**config.mk**
```make
export PLATFORM = sky130hd
export DESIGN_NAME = dedup_packet_fifo_with_range_count
export DESIGN_NICKNAME = d
export VERILOG_FILES = /design/src/hw/rtl/dpfrc_pkg.sv /design/src/hw/rtl/dedup_packet_fifo_with_range_count.sv
export SDC_FILE = /design/constraint.sdc
export NUM_CORES = 1
export LEC_CHECK = 0
export BUFFER_PORTS_ARGS = -buffer_cell sky130_fd_sc_hd__buf_2
export CAP_MARGIN = 30
export CORE_ASPECT_RATIO = 1.2
export CORE_MARGIN = 1
export CORE_UTILIZATION = 46
export CTS_CLUSTER_DIAMETER = 150
export DETAILED_ROUTE_END_ITERATION = 10
export PLACE_DENSITY = 0.77
export SYNTH_ARGS = -nofsm -noshare
export SYNTH_HDL_FRONTEND = slang
export SYNTH_SLANG_ARGS = --single-unit
```
**constraint.sdc**
```tcl
create_clock -name clk -period 7.9 [get_ports clk]
set_input_delay 0.79 -clock clk [delete_from_list [all_inputs] [get_ports clk]]
set_output_delay 0.79 -clock clk [all_outputs]
set_load 0.05 [all_outputs]
```
**src/hw/rtl/dpfrc_pkg.sv**
```systemverilog
// ----------------------------------------------------------------------------
// dpfrc_pkg
// Types and constants shared by the packet FIFO with duplicate filter.
// ----------------------------------------------------------------------------
package dpfrc_pkg;

  localparam int SRC_W   = 16;
  localparam int DST_W   = 16;
  localparam int TS_W    = 30;
  localparam int ACT_W   = 2;
  localparam int LIMIT_W = 5;
  localparam int MATCH_W = 5;

  localparam logic [LIMIT_W-1:0] LIMIT_RESET = 5'd16;

  localparam logic [ACT_W-1:0] ACT_ADD     = 2'd0;
  localparam logic [ACT_W-1:0] ACT_FORWARD = 2'd1;
  localparam logic [ACT_W-1:0] ACT_COUNT   = 2'd2;

  typedef struct packed {
    logic [ACT_W-1:0] action;
    logic [SRC_W-1:0] source;
    logic [DST_W-1:0] destination;
    logic [TS_W-1:0]  timestamp;
    logic [TS_W-1:0]  start_time;
    logic [TS_W-1:0]  end_time;
  } req_t;

  typedef struct packed {
    logic               accepted;
    logic               valid_res;
    logic [SRC_W-1:0]   out_source;
    logic [DST_W-1:0]   out_destination;
    logic [TS_W-1:0]    out_timestamp;
    logic [MATCH_W-1:0] match_count;
  } res_t;

  typedef struct packed {
    logic [SRC_W-1:0] source;
    logic [DST_W-1:0] destination;
    logic [TS_W-1:0]  tstamp;
  } entry_t;

  typedef enum logic [1:0] {
    ST_IDLE,
    ST_SCAN,
    ST_DRAIN,
    ST_FINISH
  } state_t;

endpackage

```
**src/hw/rtl/dedup_packet_fifo_with_range_count.sv**
```systemverilog
// ----------------------------------------------------------------------------
// dedup_packet_fifo_with_range_count
// Bounded packet FIFO: add with duplicate filter, forward oldest, range count.
// ----------------------------------------------------------------------------
// A request is taken when start is high and busy is low. busy then stays high
// through the scan, drain and finish states; the scan reads every held entry
// on an add or count request, the oldest entry on a forward from a non-empty
// queue, and no entry on an empty one or on any other action. A new request
// can be taken as soon as busy is low. Request spacing is set by the single
// read port of the entry store, which the sequencer walks one held entry per
// cycle through one shared compare unit, oldest first. The result appears on
// res, marked by done for exactly one cycle, in the first cycle with busy low;
// it must be taken then, as it cannot be held off. memory_limit is written
// through the cfg channel, which is always ready; the user must write it only
// while no request is in progress, as the block itself does not enforce it.
module dedup_packet_fifo_with_range_count #(
  parameter int DEPTH = 16
) (
  input  logic                          clk,
  input  logic                          rst,
  input  logic                          start,
  output logic                          busy,
  input  dpfrc_pkg::req_t               req,
  input  logic                          cfg_valid,
  output logic                          cfg_ready,
  input  logic [dpfrc_pkg::LIMIT_W-1:0] cfg_data,
  output logic                          done,
  output dpfrc_pkg::res_t               res
);

  localparam int PTR_W = (DEPTH > 1) ? $clog2(DEPTH) : 1;
  localparam int OCC_W = $clog2(DEPTH + 1);
  localparam int CMP_W = (OCC_W > dpfrc_pkg::LIMIT_W) ? OCC_W : dpfrc_pkg::LIMIT_W;
  localparam logic [PTR_W-1:0] LAST_SLOT = PTR_W'(DEPTH - 1);

  dpfrc_pkg::entry_t mem [DEPTH];
  dpfrc_pkg::entry_t rd_data;

  dpfrc_pkg::state_t state, state_next;
  dpfrc_pkg::req_t   cur;

  logic [dpfrc_pkg::LIMIT_W-1:0] mem_limit;
  logic [PTR_W-1:0] head, tail, scan_addr;
  logic [OCC_W-1:0] occ, scan_idx, scan_len, cnt;
  logic             rd_vld, dup;

  logic             accept, issue_rd, scan_end, finish;
  logic             hit_full, hit_range;
  logic [CMP_W-1:0] lim_eff, occ_ext;
  logic             at_limit, store;
  logic [OCC_W-1:0] len_sel;
  dpfrc_pkg::res_t  res_next;

  assign busy      = (state != dpfrc_pkg::ST_IDLE);
  assign accept    = start && !busy;
  assign cfg_ready = 1'b1;
  assign scan_end  = (scan_idx == scan_len);

  // Shared compare unit
  assign hit_full  = (rd_data.source == cur.source) &&
                     (rd_data.destination == cur.destination) &&
                     (rd_data.tstamp == cur.timestamp);
  assign hit_range = (rd_data.destination == cur.destination) &&
                     (rd_data.tstamp >= cur.start_time) &&
                     (rd_data.tstamp <= cur.end_time);

  always_comb begin
    unique case (req.action) inside
      dpfrc_pkg::ACT_ADD,
      dpfrc_pkg::ACT_COUNT:   len_sel = occ;
      dpfrc_pkg::ACT_FORWARD: len_sel = (occ != '0) ? OCC_W'(1) : '0;
      default:                len_sel = '0;
    endcase
  end

  always_comb begin
    lim_eff = CMP_W'(mem_limit);
    if (lim_eff == '0) lim_eff = CMP_W'(1);
    if (lim_eff > CMP_W'(DEPTH)) lim_eff = CMP_W'(DEPTH);
    occ_ext  = CMP_W'(occ);
    at_limit = (occ_ext >= lim_eff);
  end

  // Next state
  always_comb begin
    state_next = state;
    unique case (state)
      dpfrc_pkg::ST_IDLE:   if (accept) state_next = dpfrc_pkg::ST_SCAN;
      dpfrc_pkg::ST_SCAN:   if (scan_end) state_next = dpfrc_pkg::ST_DRAIN;
      dpfrc_pkg::ST_DRAIN:  state_next = dpfrc_pkg::ST_FINISH;
      dpfrc_pkg::ST_FINISH: state_next = dpfrc_pkg::ST_IDLE;
      default:              state_next = dpfrc_pkg::ST_IDLE;
    endcase
  end

  // Sequencer outputs
  always_comb begin
    issue_rd = 1'b0;
    finish   = 1'b0;
    unique case (state)
      dpfrc_pkg::ST_SCAN:   issue_rd = !scan_end;
      dpfrc_pkg::ST_FINISH: finish   = 1'b1;
      default: begin
        issue_rd = 1'b0;
        finish   = 1'b0;
      end
    endcase
  end

  assign store = finish && (cur.action == dpfrc_pkg::ACT_ADD) && !dup;

  always_comb begin
    res_next = '0;
    case (cur.action)
      dpfrc_pkg::ACT_ADD: res_next.accepted = !dup;
      dpfrc_pkg::ACT_FORWARD: begin
        if (occ != '0) begin
          res_next.valid_res       = 1'b1;
          res_next.out_source      = rd_data.source;
          res_next.out_destination = rd_data.destination;
          res_next.out_timestamp   = rd_data.tstamp;
        end
      end
      dpfrc_pkg::ACT_COUNT: res_next.match_count = dpfrc_pkg::MATCH_W'(cnt);
      default: res_next = '0;
    endcase
  end

  // Entry store, one read port
  always_ff @(posedge clk) begin
    if (issue_rd) begin
      rd_data <= mem[scan_addr];
    end
    if (store) begin
      mem[tail] <= '{source: cur.source, destination: cur.destination,
                     tstamp: cur.timestamp};
    end
  end

  always_ff @(posedge clk) begin
    if (rst) begin
      state     <= dpfrc_pkg::ST_IDLE;
      mem_limit <= dpfrc_pkg::LIMIT_RESET;
      head      <= '0;
      tail      <= '0;
      occ       <= '0;
      rd_vld    <= 1'b0;
      done      <= 1'b0;
    end else begin
      state  <= state_next;
      rd_vld <= issue_rd;
      done   <= finish;
      if (cfg_valid && cfg_ready) begin
        mem_limit <= cfg_data;
      end
      if (finish) begin
        if (store) begin
          tail <= (tail == LAST_SLOT) ? '0 : tail + 1'b1;
          if (at_limit) begin
            head <= (head == LAST_SLOT) ? '0 : head + 1'b1;
          end else begin
            occ <= occ + 1'b1;
          end
        end else if ((cur.action == dpfrc_pkg::ACT_FORWARD) && (occ != '0)) begin
          head <= (head == LAST_SLOT) ? '0 : head + 1'b1;
          occ  <= occ - 1'b1;
        end
      end
    end
  end

  always_ff @(posedge clk) begin
    if (accept) begin
      cur       <= req;
      scan_idx  <= '0;
      scan_len  <= len_sel;
      scan_addr <= head;
      cnt       <= '0;
      dup       <= 1'b0;
    end else begin
      if (issue_rd) begin
        scan_idx  <= scan_idx + 1'b1;
        scan_addr <= (scan_addr == LAST_SLOT) ? '0 : scan_addr + 1'b1;
      end
      if (rd_vld) begin
        if (hit_full)  dup <= 1'b1;
        if (hit_range) cnt <= cnt + 1'b1;
      end
    end
    if (finish) begin
      res <= res_next;
    end
  end

endmodule

```
==> results.toml, run 1 <==
[yosys]
async_flop_share_pct = 0
synthesis.nets = 2946
ys.flop_type = "edfxtp_1"
synthTopCellsByArea = "edfxtp_1, mux4_2, mux2i_1, ha_1, mux2_2"
synth_area_um2 = 50400
synth_warnings = 0
synth_edf_count = 1256
synth_top_area_share_pct = 74.8
yosysSeqAreaShare_pct = 76.2
avgSynthCellArea_um2 = 18.5
yosysTopAreaCell = "edfxtp_1"
yosys_register_bits = 1289
synthDistinctLibCells = 58
synth_cells = 2731

[sta]
tightest_slew_ns = 1.10
skew_ns = 0.0238
rsz0062_at_grt = "no"
fin_crit_sh_pct = 50.7
min_period_ns = 4.00
max_freq_ghz = 0.250
hold_viol_final = 0
final-setup-viol-count = 0
max_slew_margin_pct = 26.5
fin_setup_tns_ns = 0
slew_violations = 0

[floorplanning]
io_pins = 205
initial_utilization_pct = 46.5
coreArea_um2 = 108000
die_area_um2 = 111000
die_h_um = 365
rows = 132
die_x_um = 304

[layout]
area_delta_synth_final_pct = 13.2
antenna_cells = 0
num-nets-final = 3194
layout_common_cells = "edfxtp_1, buf_2, mux2i_1"
layout_commonest_cell = "edfxtp_1"
final_util_pct = 52.7
layout-drive-gt1-share_pct = 21.0

[global_routing]
grt_pass1_vias = 26214
track_usage_pct = 20.7
antenna_found_initial = 3
grt_max_degree = 128
overflow = 0
grt_first_pass_wirelength_mm = 169

[worst_setup_path]
critPathArrivalTime_ns = 4.46
cp.required_ns = 8.36
worstSetupStartpointType = "register"
critPathKind = "register to register"
cp-end-kind = "register"
worstPathMaxFanout = 62

[cts]
hold_buffers = 0
cts_tree = "built"
numClockSinks = 1289
cts_setup_buffers = 0
cts_resized = 0
clkTransAtPathRegs_ns = 0.06
clk_latency_ns = 0.72
clock_path_buffers = 3
cts-root-buf = "clkbuf_16"
htree_levels = 3
numCtsBuffers = 117

[placed_design]
post-dp-hpwl_mm = 65.4
io_buffers = 203
place.gp.congestion = 0.771

[drt]
via_per_inst = 5.83
wire_per_inst_um = 25.9
ant_nets = 0
firstDrtPassIters = 8
drc = 0
highest_layer = "met4"
wl_met2_mm = 59.4
met3_length_mm = 8.20
wl_mm = 116
drt_iter0_markers = 2665
wl_met1_mm = 45.5
vias = 26145

[pwr]
power.total_mw = 19.4
p_sw_mw = 6.03
power_frac_seq_pct = 46.9
switching_share_pct = 31.1
clkPwrFrac_pct = 28.9
pwr-share-comb_pct = 24.2
powerDensity_nw_per_um2 = 339
peakVddDrop_v = 0.000544
leakagePower_nw = 19.4
p_int_mw = 13.3

[min_path]
holdCritPathClass = "input pin to register"

[job]
drv_cap = 0

[status]
outcome = "finished clean"
==> state kept, by name, indices dropped and copies added, names as in the netlist, 5 cells and up <==
register   cells
res           69
scan_len       5
occ            5
rd_data       62
cnt            5
cur          124
mem          992
scan_idx       5
mem_limit      5
==> cell families (layout without fill, tap and decap cells) <==
family                     after synthesis  after routing  synth area share, %
DFF                                   1289           1289                 76.2
AOI/OAI and AO/OA                      408            408                 5.13
muxes                                  382            382                 10.8
and+or+nand+nor                        296            296                 2.97
buffers and inverters                  195            541                 1.51
adders and majority gates               82             82                 2.05
xor gates and xnor gates                78             78                 1.36
other                                    1              1              0.00744
==> metrics by stage <==
stage	hold WS (ns)	std cells	setup slack (ns)	cell area, um^2
5_1_grt	0.224	4484	3.81	57100
4_1_cts	0.208	4483	3.99	57000
3_5_place_dp	0.462	4266	4.02	53300
2_1_floorplan	0.434	2731	0.237	50400
6_report	0.239	4484	3.90	57100
3_3_place_gp	0.458	4262	4.17	53200
==> power by group through the flow <==
stage                     sequential [mW]  clock (mW)  combinational, mW
after floorplan                      8.96           0               3.32
after global placement               9.21           0               4.54
after detailed placement             9.24           0               4.67
after CTS                            9.10        5.67               4.70
after global routing                 9.15        5.94               5.07
final                                9.09        5.59               4.68
==> final timing paths <==
| path | from | end | slack (ns) | depth (start not counted) |
|---|---|---|---|---|
| worst max register to register | scan_addr[2] | rd_data[12] | 3.90 | 6 |
| worst max-delay path | scan_addr[2] | rd_data[12] | 3.90 | 6 |
| worst min register to register | dup | dup | 0.47 | 1 |
| worst min-delay path | req[100] | cur[100] | 0.24 | 1 |
==> worst max-delay path, cell delays in order, from the launching register on <==
cell and delay [ns]:
edfxtp_1 0.91, buf_4 0.55, nor2b_4 0.79, buf_4 0.81
a221oi_1 0.28, o21ai_0 0.24, nand2_1 0.07
==> synth_stat cells, types with 2 or more instances <==
library cell / instances
a211o_1: 4
a211oi_1: 3
a21o_1: 10
a21oi_1: 95
a221oi_1: 62
a22oi_1: 63
a311oi_1: 2
a31oi_1: 2
and2_1: 69
and4_1: 2
buf_1: 22
buf_2: 19
clkbuf_1: 77
dfxtp_1: 33
edfxtp_1: 1256
ha_1: 81
inv_1: 76
mux2_2: 65
mux2i_1: 193
mux4_2: 124
nand2_1: 103
nand2b_1: 8
nand3_1: 13
nand4_1: 18
nor2_1: 38
nor2b_1: 10
nor3_1: 11
nor4_1: 11
o2111ai_1: 2
o211a_1: 2
o211ai_1: 5
o21a_1: 6
o21ai_0: 138
o21ai_1: 2
o31ai_1: 3
or3_1: 2
or4_1: 4
xnor2_1: 36
xor2_1: 42
==> final cells by class <==
cell class | instances | area [um^2]
inverters | 76 | 292
fillers | 8319 | 51300
clock inverters | 83 | 772
clock buffers | 134 | 3010
repair buffers | 248 | 1450
multi-input cells | 1247 | 11400
flip-flops and latches | 1289 | 38400
well taps | 1407 | 1760
==> metal layers <==
metal / vias to the layer above / global-route usage (%)
li1: 11371 / -
met1: 13427 / 26.7
met2: 1152 / 36.3
met3: 195 / 2.70
met4: 0 / 6.97
met5: - / 0
Note: power is estimated with default switching activity, not from simulation.
==> run 2, diff against run 1 <==
PLACE_DENSITY = 0.74   (was 0.77)
clock period = 4.2 ns   (was 7.9 ns; I/O delays follow)
==> run 2 against run 1 <==
Via count up 1.0%. Core utilization up 1.6 points. Final area up 3.0%. Sequential cell count unchanged. First-iteration DRC count down 5.5%. Wire length up 3.3%. Largest cell class unchanged.
==> results.toml, run 2 (same netlist as run 1, synthesis figures left out) <==
[sta]
max_slew_margin_pct = 36.4
max_freq_ghz = 0.328
hold_viol_final = 0
tightest_slew_ns = 0.947
fin_crit_sh_pct = 72.7
final-setup-viol-count = 0
skew_ns = 0.0302
min_period_ns = 3.05
slew_violations = 0
hold_slack_ns = 0.0679
rsz0062_at_grt = "no"
worst_slack_ns = 1.15

[drt]
drt_iter0_markers = 2519
wire_per_inst_um = 25.8
wl_mm = 120
via_per_inst = 5.69
vias = 26418
firstDrtPassIters = 5
ant_nets = 0
drc = 0

[worst_setup_path]
worstSetupStartpointType = "register"
r2r_cells = 11
crit_path_top_delay_cell = "a211oi_1"
path_common_cell = "a21o_1"
max_stage_delay_ns = 0.64
critPathKind = "register to register"
worstPathMaxFanout = 6
worstReg2RegEnd = "occ[0]"
critPathArrivalTime_ns = 3.62
regToRegStartpoint = "mem_limit[1]"
cp.required_ns = 4.77
crit_start = "mem_limit[1]"
ff2ff_setup_slack_ns = 1.15
cp-end-kind = "register"
path_cells = "nor3_1, nor2_1, nor2_1, ha_1, nand2b_1, a21o_1, a21o_1, a21o_1, a211oi_1, o21a_1, mux2_2"

[cts]
numCtsBuffers = 116
clock_path_buffers = 3
cts-root-buf = "clkbuf_16"
clk_latency_ns = 0.70
numClockSinks = 1289
cts_tree = "built"
cts_setup_buffers = 0
clkTransAtPathRegs_ns = 0.06
htree_levels = 3

[layout]
layout_commonest_cell = "edfxtp_1"
area_delta_synth_final_pct = 16.7
layout-drive-gt1-share_pct = 20.2
largest_reg_flops = 992
num-nets-final = 3343
reg_top3 = "mem: 992 flops, cur: 124 flops, res: 69 flops"
final_util_pct = 54.3
layout_common_cells = "edfxtp_1, buf_2, mux2i_1"
top_register = "mem"
final_area_um2 = 58800

[global_routing]
overflow = 0
grt_pass1_vias = 26870
grt_first_pass_wirelength_mm = 174
antenna_found_initial = 2
grt_max_degree = 84
track_usage_pct = 21.5

[min_path]
holdCritPathClass = "input pin to register"
whs_endpoint = "mem_limit[4]"
hold_depth = 2
min-delay-start = "cfg_valid"

[pwr]
powerDensity_nw_per_um2 = 627
peakVddDrop_v = 0.000472
power.total_mw = 36.9
leakagePower_nw = 20.1

[placed_design]
place.gp.congestion = 0.797
dpl-instance-area_um2 = 53700
io_buffers = 203
post-dp-hpwl_mm = 68.6
dpl_worst_slack_ns = 1.18

[floorplanning]
die_x_um = 304
initial_utilization_pct = 46.5
coreArea_um2 = 108000
io_pins = 205
die_area_um2 = 111000
rows = 132
die_h_um = 365

[job]
drv_cap = 0

[status]
outcome = "finished clean"
==> run 2: cell count changes in the layout (fill, tap and decap cells not counted), sizes merged <==
cell,before,now
buf,248,269
bufinv,10,12
clkbuf,134,147
clkinv,53,52
clkinvlp,15,5
diode,0,2
dlygate4sd3,0,129
==> run 2: how the worst max path moves through the flow <==
stage	end	slack, ns	depth (start not counted)
after floorplan	mem[11][0]	-0.07	5
after global placement	cnt[4]	0.75	7
after detailed placement	occ[4]	1.18	10
after CTS	occ[4]	1.14	10
after global routing	occ[4]	0.97	10
final	occ[0]	1.15	11
==> run 2: layer usage <==
metal  vias to the layer above  global-route usage, %  part of all wire (%)
met5                         -                      0                     0
met4                         0                   8.46                   3.7
met3                       206                   3.50                   7.2
met2                      1088                   37.3                    51
met1                     13441                   26.9                    39
li1                      11683                      -                     -
==> run 2: critical path, delay by kind of cell, from the launching register on <==
kind	cells	cell delay, ns
AO/OA/AOI/OAI	5	1.51
AND/OR/NAND/NOR	4	0.54
multiplexers	1	0.35
flip-flops	1	0.32
adder cells (fa/ha/maj)	1	0.23
==> run 2: what timing repair did <==
| item | in CTS | in global routing |
|---|---|---|
| hold endpoints to repair | 129 | 0 |
| gates resized for setup | 0 | 0 |
| hold buffers | 129 | 0 |
==> run 2: report_power, final <==
group / total [mW] / switching (mW) / internal (mW)
registers: 17.0 / 1.24 / 15.8
logic: 9.31 / 5.64 / 3.67
clock network: 10.5 / 4.64 / 5.89
==> run 2: area by class of cell <==
| type | instances | area [um^2] |
|---|---|---|
| Fill cell | 8188 | 49600 |
| Sequential cell | 1289 | 38400 |
| Multi-Input combinational cell | 1247 | 11400 |
| Timing Repair Buffer | 398 | 3160 |
| Clock buffer | 147 | 3040 |
| Tap cell | 1407 | 1760 |
| Clock inverter | 74 | 731 |
| Inverter | 76 | 292 |
| Antenna cell | 2 | 5.00 |
==> run 2: stage by stage <==
stage          instances  TNS [ns]
5_1_grt             4638         0
3_5_place_dp        4287         0
6_report            4640         0
4_1_cts             4637         0
2_1_floorplan       2731     -8.48
3_3_place_gp        4286         0
